File: config.mk
export PLATFORM = sky130hd
export DESIGN_NAME = hv_duty_step_regulator
export DESIGN_NICKNAME = d
export VERILOG_FILES = /design/src/sv/hvdsr_pkg.sv /design/src/sv/hv_duty_step_regulator.sv /design/src/sv/hvdsr_cfg.sv /design/src/sv/hvdsr_core.sv
export VERILOG_INCLUDE_DIRS = /design/src /design/src/sv
export SDC_FILE = /design/constraint.sdc
export NUM_CORES = 1
export LEC_CHECK = 0
export BUFFER_PORTS_ARGS = -buffer_cell sky130_fd_sc_hd__buf_4
export CAP_MARGIN = 10
export CORE_UTILIZATION = 52
export DETAILED_ROUTE_END_ITERATION = 7
export PLACE_DENSITY = 0.75
export SLEW_MARGIN = 10
export SYNTH_ARGS = -nofsm -noshare
export SYNTH_HDL_FRONTEND = slang
export SYNTH_SLANG_ARGS = --single-unit
export TNS_END_PERCENT = 10
File: constraint.sdc
create_clock -name clk_i -period 10.37 [get_ports clk_i]
set_input_delay 1.037 -clock clk_i [delete_from_list [all_inputs] [get_ports clk_i]]
set_output_delay 1.037 -clock clk_i [all_outputs]
set_load 0.1 [all_outputs]
File: src/sv/assert_macros.svh
// Assertion macros used by the regulator top level.
`ifndef ASSERT_MACROS_SVH
`define ASSERT_MACROS_SVH

// Check a property on every rising clock edge outside reset.
`define HVD_ASSERT(lbl, clk, rst_n, prop, msg) \
  lbl: assert property (@(posedge clk) disable iff (!rst_n) (prop)) else $error(msg);

// Check that a condition never holds outside reset.
`define HVD_NEVER(lbl, clk, rst_n, cond, msg) \
  `HVD_ASSERT(lbl, clk, rst_n, !(cond), msg)

`endif

File: src/sv/hvdsr_pkg.sv
// Types, constants and helpers for the high-voltage duty step regulator.
package hvdsr_pkg;

  localparam int SAMPLE_BITS = 10;
  localparam int DUTY_BITS   = 11;
  localparam int TARGET_BITS = 9;
  localparam int DBAND_BITS  = 6;
  localparam int COUNT_BITS  = 8;
  localparam int CFG_IDX_BITS  = 3;
  localparam int CFG_DATA_BITS = 11;

  localparam logic [TARGET_BITS-1:0] TARGET_MIN = 9'd200;
  localparam logic [TARGET_BITS-1:0] TARGET_MAX = 9'd404;
  localparam logic [DUTY_BITS-1:0]   DUTY_LIMIT = 11'd1999;
  localparam logic [COUNT_BITS-1:0]  COUNT_MAX  = 8'd255;

  localparam logic [TARGET_BITS-1:0] RST_TARGET   = 9'd386;
  localparam logic [DBAND_BITS-1:0]  RST_DEADBAND = 6'd8;
  localparam logic [SAMPLE_BITS-1:0] RST_OV_LEVEL = 10'd405;
  localparam logic [SAMPLE_BITS-1:0] RST_RECOVER  = 10'd376;
  localparam logic [DUTY_BITS-1:0]   RST_CEILING  = 11'd400;
  localparam logic [DUTY_BITS-1:0]   RST_START    = 11'd20;
  localparam logic [COUNT_BITS-1:0]  RST_FAIL_TICKS = 8'd20;

  // Register indexes on the configuration port.
  localparam logic [CFG_IDX_BITS-1:0] REG_SETPOINT   = 3'd0;
  localparam logic [CFG_IDX_BITS-1:0] REG_DEADBAND   = 3'd1;
  localparam logic [CFG_IDX_BITS-1:0] REG_OV_LEVEL   = 3'd2;
  localparam logic [CFG_IDX_BITS-1:0] REG_RECOVER    = 3'd3;
  localparam logic [CFG_IDX_BITS-1:0] REG_CEILING    = 3'd4;
  localparam logic [CFG_IDX_BITS-1:0] REG_START      = 3'd5;
  localparam logic [CFG_IDX_BITS-1:0] REG_FAIL_TICKS = 3'd6;

  // Item opcodes.
  localparam logic OP_TICK   = 1'b0;
  localparam logic OP_ENABLE = 1'b1;

  typedef struct packed {
    logic                   opcode;
    logic [SAMPLE_BITS-1:0] sample;
    logic                   enable_value;
  } in_item_t;

  typedef struct packed {
    logic [DUTY_BITS-1:0] duty;
    logic                 enabled;
    logic                 overvoltage;
    logic                 failed;
    logic                 regulating;
  } out_item_t;

  typedef struct packed {
    logic [TARGET_BITS-1:0] target_level;
    logic [DBAND_BITS-1:0]  deadband;
    logic [SAMPLE_BITS-1:0] overvoltage_level;
    logic [SAMPLE_BITS-1:0] recover_level;
    logic [DUTY_BITS-1:0]   duty_ceiling;
    logic [DUTY_BITS-1:0]   duty_start;
    logic [COUNT_BITS-1:0]  fail_ticks;
  } cfg_t;

  // Clamp a candidate duty (one bit of headroom) to the ceiling.
  function automatic logic [DUTY_BITS-1:0] clamp_duty(input logic [DUTY_BITS:0] d,
                                                      input logic [DUTY_BITS-1:0] ceil);
    logic [DUTY_BITS:0] c;
    c = {1'b0, ceil};
    if (d > c) begin
      return ceil;
    end
    return d[DUTY_BITS-1:0];
  endfunction

endpackage

File: src/sv/hv_duty_step_regulator.sv
// Top level of the high-voltage PWM duty step regulator.
// Each transfer in is either a control tick with a feedback sample or an enable
// request, and each produces exactly one result transfer: the duty after the item
// plus the enable, overvoltage, fail and regulating flags. An item lands in an
// input register; once the output register is free the state update (one
// compare-and-step pass) runs and the result is captured in the output register,
// where it is offered until it moves on. One item per cycle is sustained while
// the output does not stall; the input register refills while a result waits,
// and only the state update of one item per cycle sets that figure.
// Configuration writes are taken on every cycle (ready is always high) and are
// expected while no item is in flight.
`include "assert_macros.svh"

module hv_duty_step_regulator (
  input  logic                                clk_i,
  input  logic                                rst_ni,
  input  logic                                in_valid_i,
  output logic                                in_stall_o,
  input  hvdsr_pkg::in_item_t                 in_data_i,
  output logic                                out_valid_o,
  input  logic                                out_stall_i,
  output hvdsr_pkg::out_item_t                out_data_o,
  input  logic                                cfg_valid_i,
  output logic                                cfg_ready_o,
  input  logic [hvdsr_pkg::CFG_IDX_BITS-1:0]  cfg_index_i,
  input  logic [hvdsr_pkg::CFG_DATA_BITS-1:0] cfg_data_i
);

  hvdsr_pkg::cfg_t      cfg;
  hvdsr_pkg::in_item_t  in_q;
  hvdsr_pkg::out_item_t res_d, out_q;
  logic                 in_valid_q, out_valid_q;
  logic                 out_free, fire, in_take;

  // Output register is free when empty or being drained this cycle.
  assign out_free = !out_valid_q || !out_stall_i;
  // Process the held item when the output register can take its result.
  assign fire     = in_valid_q && out_free;
  // Input register is free when empty or its item moves on this cycle.
  assign in_stall_o = in_valid_q && !out_free;
  assign in_take    = in_valid_i && !in_stall_o;

  hvdsr_cfg u_cfg (
    .clk_i       (clk_i),
    .rst_ni      (rst_ni),
    .cfg_valid_i (cfg_valid_i),
    .cfg_ready_o (cfg_ready_o),
    .cfg_index_i (cfg_index_i),
    .cfg_data_i  (cfg_data_i),
    .cfg_o       (cfg)
  );

  hvdsr_core u_core (
    .clk_i  (clk_i),
    .rst_ni (rst_ni),
    .fire_i (fire),
    .item_i (in_q),
    .cfg_i  (cfg),
    .res_o  (res_d)
  );

  // Input register: hold while stalled, advance on a new transfer.
  always_ff @(posedge clk_i or negedge rst_ni) begin
    if (!rst_ni) begin
      in_valid_q <= 1'b0;
    end else if (in_take) begin
      in_valid_q <= 1'b1;
    end else if (fire) begin
      in_valid_q <= 1'b0;
    end
  end

  always_ff @(posedge clk_i) begin
    if (in_take) begin
      in_q <= in_data_i;
    end
  end

  // Output register: load a fresh result, drop it once transferred.
  always_ff @(posedge clk_i or negedge rst_ni) begin
    if (!rst_ni) begin
      out_valid_q <= 1'b0;
    end else if (fire) begin
      out_valid_q <= 1'b1;
    end else if (!out_stall_i) begin
      out_valid_q <= 1'b0;
    end
  end

  always_ff @(posedge clk_i) begin
    if (fire) begin
      out_q <= res_d;
    end
  end

  assign out_valid_o = out_valid_q;
  assign out_data_o  = out_q;

  `HVD_ASSERT(a_hold_item, clk_i, rst_ni, (in_valid_q && !out_free) |=> in_valid_q, "held item lost")
  `HVD_ASSERT(a_duty_limit, clk_i, rst_ni, out_valid_q |-> (out_q.duty <= hvdsr_pkg::DUTY_LIMIT), "duty above limit")
  `HVD_NEVER(a_fault_enabled, clk_i, rst_ni, out_valid_q && !out_q.enabled && (out_q.overvoltage || out_q.failed), "fault latch while disabled")
  `HVD_ASSERT(a_reg_clean, clk_i, rst_ni, (out_valid_q && out_q.regulating) |-> (out_q.enabled && !out_q.overvoltage && !out_q.failed && out_q.duty != '0), "regulating flag inconsistent")

endmodule

File: src/sv/hvdsr_cfg.sv
// Configuration register file of the duty regulator, with write saturation.
module hvdsr_cfg (
  input  logic                                clk_i,
  input  logic                                rst_ni,
  input  logic                                cfg_valid_i,
  output logic                                cfg_ready_o,
  input  logic [hvdsr_pkg::CFG_IDX_BITS-1:0]  cfg_index_i,
  input  logic [hvdsr_pkg::CFG_DATA_BITS-1:0] cfg_data_i,
  output hvdsr_pkg::cfg_t                     cfg_o
);

  hvdsr_pkg::cfg_t cfg_q, cfg_d;
  logic [hvdsr_pkg::TARGET_BITS-1:0] tgt_raw;
  logic [hvdsr_pkg::DUTY_BITS-1:0]   duty_raw, duty_sat;

  assign cfg_ready_o = 1'b1;
  assign tgt_raw  = cfg_data_i[hvdsr_pkg::TARGET_BITS-1:0];
  assign duty_raw = cfg_data_i[hvdsr_pkg::DUTY_BITS-1:0];
  assign duty_sat = (duty_raw > hvdsr_pkg::DUTY_LIMIT) ? hvdsr_pkg::DUTY_LIMIT : duty_raw;

  always_comb begin
    cfg_d = cfg_q;
    if (cfg_valid_i) begin
      unique case (cfg_index_i)
        hvdsr_pkg::REG_SETPOINT: begin
          if (tgt_raw < hvdsr_pkg::TARGET_MIN) begin
            cfg_d.target_level = hvdsr_pkg::TARGET_MIN;
          end else if (tgt_raw > hvdsr_pkg::TARGET_MAX) begin
            cfg_d.target_level = hvdsr_pkg::TARGET_MAX;
          end else begin
            cfg_d.target_level = tgt_raw;
          end
        end
        hvdsr_pkg::REG_DEADBAND: begin
          cfg_d.deadband = cfg_data_i[hvdsr_pkg::DBAND_BITS-1:0];
        end
        hvdsr_pkg::REG_OV_LEVEL: begin
          cfg_d.overvoltage_level = cfg_data_i[hvdsr_pkg::SAMPLE_BITS-1:0];
        end
        hvdsr_pkg::REG_RECOVER: begin
          cfg_d.recover_level = cfg_data_i[hvdsr_pkg::SAMPLE_BITS-1:0];
        end
        hvdsr_pkg::REG_CEILING: begin
          cfg_d.duty_ceiling = duty_sat;
        end
        hvdsr_pkg::REG_START: begin
          cfg_d.duty_start = duty_sat;
        end
        hvdsr_pkg::REG_FAIL_TICKS: begin
          cfg_d.fail_ticks = cfg_data_i[hvdsr_pkg::COUNT_BITS-1:0];
        end
        default: begin
          cfg_d = cfg_q;
        end
      endcase
    end
  end

  always_ff @(posedge clk_i or negedge rst_ni) begin
    if (!rst_ni) begin
      cfg_q.target_level      <= hvdsr_pkg::RST_TARGET;
      cfg_q.deadband          <= hvdsr_pkg::RST_DEADBAND;
      cfg_q.overvoltage_level <= hvdsr_pkg::RST_OV_LEVEL;
      cfg_q.recover_level     <= hvdsr_pkg::RST_RECOVER;
      cfg_q.duty_ceiling      <= hvdsr_pkg::RST_CEILING;
      cfg_q.duty_start        <= hvdsr_pkg::RST_START;
      cfg_q.fail_ticks        <= hvdsr_pkg::RST_FAIL_TICKS;
    end else begin
      cfg_q <= cfg_d;
    end
  end

  assign cfg_o = cfg_q;

endmodule

File: src/sv/hvdsr_core.sv
// Regulator state and its per-item update; presents the next result.
module hvdsr_core (
  input  logic                 clk_i,
  input  logic                 rst_ni,
  input  logic                 fire_i,
  input  hvdsr_pkg::in_item_t  item_i,
  input  hvdsr_pkg::cfg_t      cfg_i,
  output hvdsr_pkg::out_item_t res_o
);

  localparam int SW = hvdsr_pkg::SAMPLE_BITS + 1;
  localparam int DW = hvdsr_pkg::DUTY_BITS;
  localparam int CW = hvdsr_pkg::COUNT_BITS;

  logic [DW-1:0] duty_q, duty_d;
  logic          en_q, en_d, ov_q, ov_d, fail_q, fail_d;
  logic [CW-1:0] cnt_q, cnt_d, cnt_inc;
  logic [hvdsr_pkg::SAMPLE_BITS-1:0] last_q, last_d;

  logic [SW-1:0] tgt_w, db_w, smp_w, last_w, band_hi;
  logic          sense_low, sense_high, reg_ok;

  assign tgt_w   = SW'(cfg_i.target_level);
  assign db_w    = SW'(cfg_i.deadband);
  assign smp_w   = SW'(item_i.sample);
  assign last_w  = SW'(last_d);
  assign band_hi = tgt_w + db_w;

  assign sense_low  = (smp_w + db_w) < tgt_w;
  assign sense_high = smp_w > band_hi;
  assign cnt_inc    = (cnt_q != hvdsr_pkg::COUNT_MAX) ? cnt_q + 1'b1 : cnt_q;

  always_comb begin
    duty_d = duty_q;
    en_d   = en_q;
    ov_d   = ov_q;
    fail_d = fail_q;
    cnt_d  = cnt_q;
    last_d = last_q;
    unique case (item_i.opcode)
      hvdsr_pkg::OP_TICK: begin
        last_d = item_i.sample;
        if (!en_q || fail_q) begin
          duty_d = '0;
          cnt_d  = '0;
        end else if (item_i.sample >= cfg_i.overvoltage_level) begin
          ov_d   = 1'b1;
          duty_d = '0;
          cnt_d  = '0;
        end else if (ov_q) begin
          if (item_i.sample <= cfg_i.recover_level) begin
            ov_d   = 1'b0;
            duty_d = hvdsr_pkg::clamp_duty({1'b0, cfg_i.duty_start}, cfg_i.duty_ceiling);
          end
        end else if (sense_low) begin
          if (duty_q < cfg_i.duty_ceiling) begin
            duty_d = hvdsr_pkg::clamp_duty({1'b0, duty_q} + 1'b1, cfg_i.duty_ceiling);
            cnt_d  = '0;
          end else begin
            cnt_d = cnt_inc;
            if (cnt_inc >= cfg_i.fail_ticks) begin
              fail_d = 1'b1;
              duty_d = '0;
            end
          end
        end else begin
          cnt_d = '0;
          if (sense_high && duty_q != '0) begin
            duty_d = hvdsr_pkg::clamp_duty({1'b0, duty_q} - 1'b1, cfg_i.duty_ceiling);
          end
        end
      end
      hvdsr_pkg::OP_ENABLE: begin
        en_d = item_i.enable_value;
        if (!item_i.enable_value) begin
          ov_d   = 1'b0;
          fail_d = 1'b0;
          duty_d = '0;
        end else if (duty_q == '0) begin
          duty_d = hvdsr_pkg::clamp_duty({1'b0, cfg_i.duty_start}, cfg_i.duty_ceiling);
        end
      end
      default: begin
        duty_d = duty_q;
      end
    endcase
  end

  assign reg_ok = en_d && !ov_d && !fail_d && (duty_d != '0) &&
                  ((last_w + db_w) >= tgt_w) && (last_w <= band_hi);

  assign res_o.duty        = duty_d;
  assign res_o.enabled     = en_d;
  assign res_o.overvoltage = ov_d;
  assign res_o.failed      = fail_d;
  assign res_o.regulating  = reg_ok;

  always_ff @(posedge clk_i or negedge rst_ni) begin
    if (!rst_ni) begin
      duty_q <= '0;
      en_q   <= 1'b0;
      ov_q   <= 1'b0;
      fail_q <= 1'b0;
      cnt_q  <= '0;
      last_q <= '0;
    end else if (fire_i) begin
      duty_q <= duty_d;
      en_q   <= en_d;
      ov_q   <= ov_d;
      fail_q <= fail_d;
      cnt_q  <= cnt_d;
      last_q <= last_d;
    end
  end

endmodule
==> impl_metrics.csv <==
group,metric,value,unit
clock_network,cts_tree,"built",
critical_path,start_kind,"flip-flop",
place,place.gp.congestion,1.02,
critical_path,cp-end-kind,"flip-flop",
status,status,"finished, final reports clean",
pwr,p_leak,5.12,nW
worst_hold_path,hold_path_depth,2,
job,drv_cap,0,
sta,max-slew-margin-rel,0.218,
critical_path,reg2reg_from,"u_core.duty_q[2]",
synthesis,synth_area,9910,um2
sta,fin_crit_sh,0.517,
sta,finalSetupViolations,0,
sta,slew_violations,0,
global_route,grt_max_degree,55,
global_route,grt_pass1_wl,44900,um
route,viasPerCell,6.12,
clock_network,cts_num_sinks,126,
pwr,ir_worst_vdd,0.148,mV
layout,layout_common_cells,"ha_1, nand2_1, o21ai_0",
synthesis,ys_seq_area_frac,0.335,
clock_network,clock_path_buffers,2,
route,wl,27800,um
global_route,grt_pass1_vias,8366,
clock_network,h-tree-depth,4,
route,drt-wirelength-per-cell,20.5,um
clock_network,root_buffer,"clkbuf_16",
worst_hold_path,holdCritPathClass,"flip-flop to flip-flop",
synthesis,synth_cells,1078,
synthesis,synth_nets,1240,
sta,skew,0.00950,ns
layout,final_nets,1272,
floorplanning,die_w,140,um
critical_path,rrSetupSlack,5.01,ns
worst_hold_path,hold_end,"u_core.last_q[8]",
floorplanning,core,18700,um2
global_route,antenna_found_initial,0,
global_route,track_usage,0.298,
sta,hold_ws,0.484,ns
floorplanning,initial_core_util,0.530,
route,vias,8308,
clock_network,path_clk_slew,0.06,ns
place,hpwl,20700,um
floorplanning,die_area,19600,um2
floorplanning,io_pins,49,
clock_network,ctsResizeCount,0,
layout,final_cells,1357,
synthesis,syn_area_per_cell,9.19,um2
layout,final_common_cell,"ha_1",
synthesis,yosysUniqueCellTypes,75,
critical_path,criticalPathCategory,"flip-flop to flip-flop",
sta,rsz0062_at_grt,"false",
sta,clock.fmax,0.186,GHz
worst_hold_path,hp-start,"u_core.last_q[8]",
place,dp.cells,1325,
route,dr.pass1.iters,5,
layout,diodes,0,
route,antenna_left,0,
sta,tightest_slew,1.17,ns
sta,fin_crit,5.36,ns
synthesis,async_flop_share,0.786,
critical_path,critical_path_arrival,5.50,ns
sta,finalHoldViolations,0,
clock_network,cts_setup_buffers,0,
layout,syn_to_final_growth,12.2,%
clock_network,cts_buffers,17,
synthesis,synth-edff-count,27,
route,drt-initial-drc-count,655,
synthesis,ys_warn_count,0,
critical_path,r2r_cells,15,
clock_network,cts_hold_buf,0,
pwr,power,3.48,mW
sta,timing.setup.tns,0,ns
critical_path,required,10.51,ns
floorplanning,die_y,140,um
critical_path,reg2reg_to,"out_data_o[0]",
critical_path,cp_max_fo,15,
place,io_buffers,47,
floorplanning,row_count,50,
clock_network,clock_latency,0.43,ns
synthesis,synth-seq-cells,126,
layout,fin_util,0.594,
layout,layout-drive-gt1-share,0.152,
route,drc,0,
pwr,power_density,313,nW/um2
synthesis,ys.flop_type,"dfrtp_1",
global_route,grt-ovfl-total,0,
## cells by family (layout without fill, tap and decap cells)
family                   Yosys count  in the layout  synth area share
other                              1              1          0.000379
flip-flops                       126            126             0.335
AND/OR/NAND/NOR                  301            301             0.149
adder cells (fa/ha/maj)          132            132             0.169
multiplexers                      67             67            0.0736
XOR/XNOR                          39             39            0.0345
AO/OA/AOI/OAI                    289            289             0.191
buffers and inverters            123            168            0.0484
## flip-flops by register name, indices dropped and copies added, names as in the netlist
| signal | count |
|---|---|
| u_core.duty_q | 11 |
| in_valid_q | 1 |
| out_data_o | 15 |
| u_core.ov_q | 1 |
| u_core.last_q | 10 |
| u_core.fail_q | 1 |
| u_core.en_q | 1 |
| u_core.cnt_q | 8 |
| in_q | 12 |
| u_cfg.cfg_o | 65 |
| out_valid_o | 1 |
## critical path: stages, from the launching register on
cell,delay [ns]
dfrtp_1,0.67
nand3_1,0.29
nor3_1,0.25
xor2_1,0.25
ha_1,0.29
a211oi_1,0.28
o21ai_0,0.13
nor4_1,0.37
o31a_1,0.61
mux2_2,0.41
a221o_1,0.29
o311ai_0,0.13
o21ai_0,0.32
a211o_1,0.35
nor4_1,0.27
a41oi_1,0.15
## report_power, final
part	internal, mW	switching [mW]
clock network	0.443	0.234
registers	0.630	0.156
logic	0.783	1.23
total	1.86	1.62
## per-layer routing
metal | routed length, um | vias to the layer above | track usage
met5 | 0 | - | 0
met4 | 1090 | 0 | 0.143
met3 | 1060 | 81 | 0.0410
met2 | 13700 | 243 | 0.514
met1 | 11900 | 3977 | 0.367
li1 | - | 4007 | -
## stage by stage
step,setup slack (ns),area (um2)
global route,4.72,11100
finish,5.01,11100
detailed placement,5.14,10400
global placement,5.27,10400
CTS,5.08,11100
floorplan,5.76,9910
## Yosys cell counts, types with 15 or more instances
master,count,area (um2)
a21o_1,17,128
a21oi_1,56,280
clkbuf_1,30,113
dfrtp_1,78,1950
dfstp_2,21,552
edfxtp_1,27,811
ha_1,128,1600
inv_1,84,315
mux2_2,47,529
mux2i_1,20,200
nand2_1,99,372
nand2b_1,15,93.8
nand3_1,35,175
nor2_1,64,240
nor2b_1,15,93.8
nor3_1,17,85.1
o21ai_0,91,455
xnor2_1,22,193
xor2_1,17,149
## worst max-delay path by stage
stage	start	endpoint	slack (ns)	cells past startpoint
floorplan	u_core.duty_q[5]	out_data_o[0]	5.76	18
global placement	u_core.duty_q[2]	out_data_o[0]	5.27	15
detailed placement	u_core.duty_q[0]	out_data_o[0]	5.14	17
CTS	u_core.duty_q[0]	out_data_o[0]	5.08	17
global route	u_core.duty_q[2]	out_data_o[0]	4.72	15
finish	u_core.duty_q[2]	out_data_o[0]	5.01	15
## area by class of cell
class                   count  area [um2]
inverters                  84         315
well taps                 234         293
multi-input cells         829        6120
fillers                  1625        7590
repair buffers             52         390
flip-flops and latches    126        3310
clock inverters             9         139
clock buffers              23         542
(Power assumes the default switching activity.)
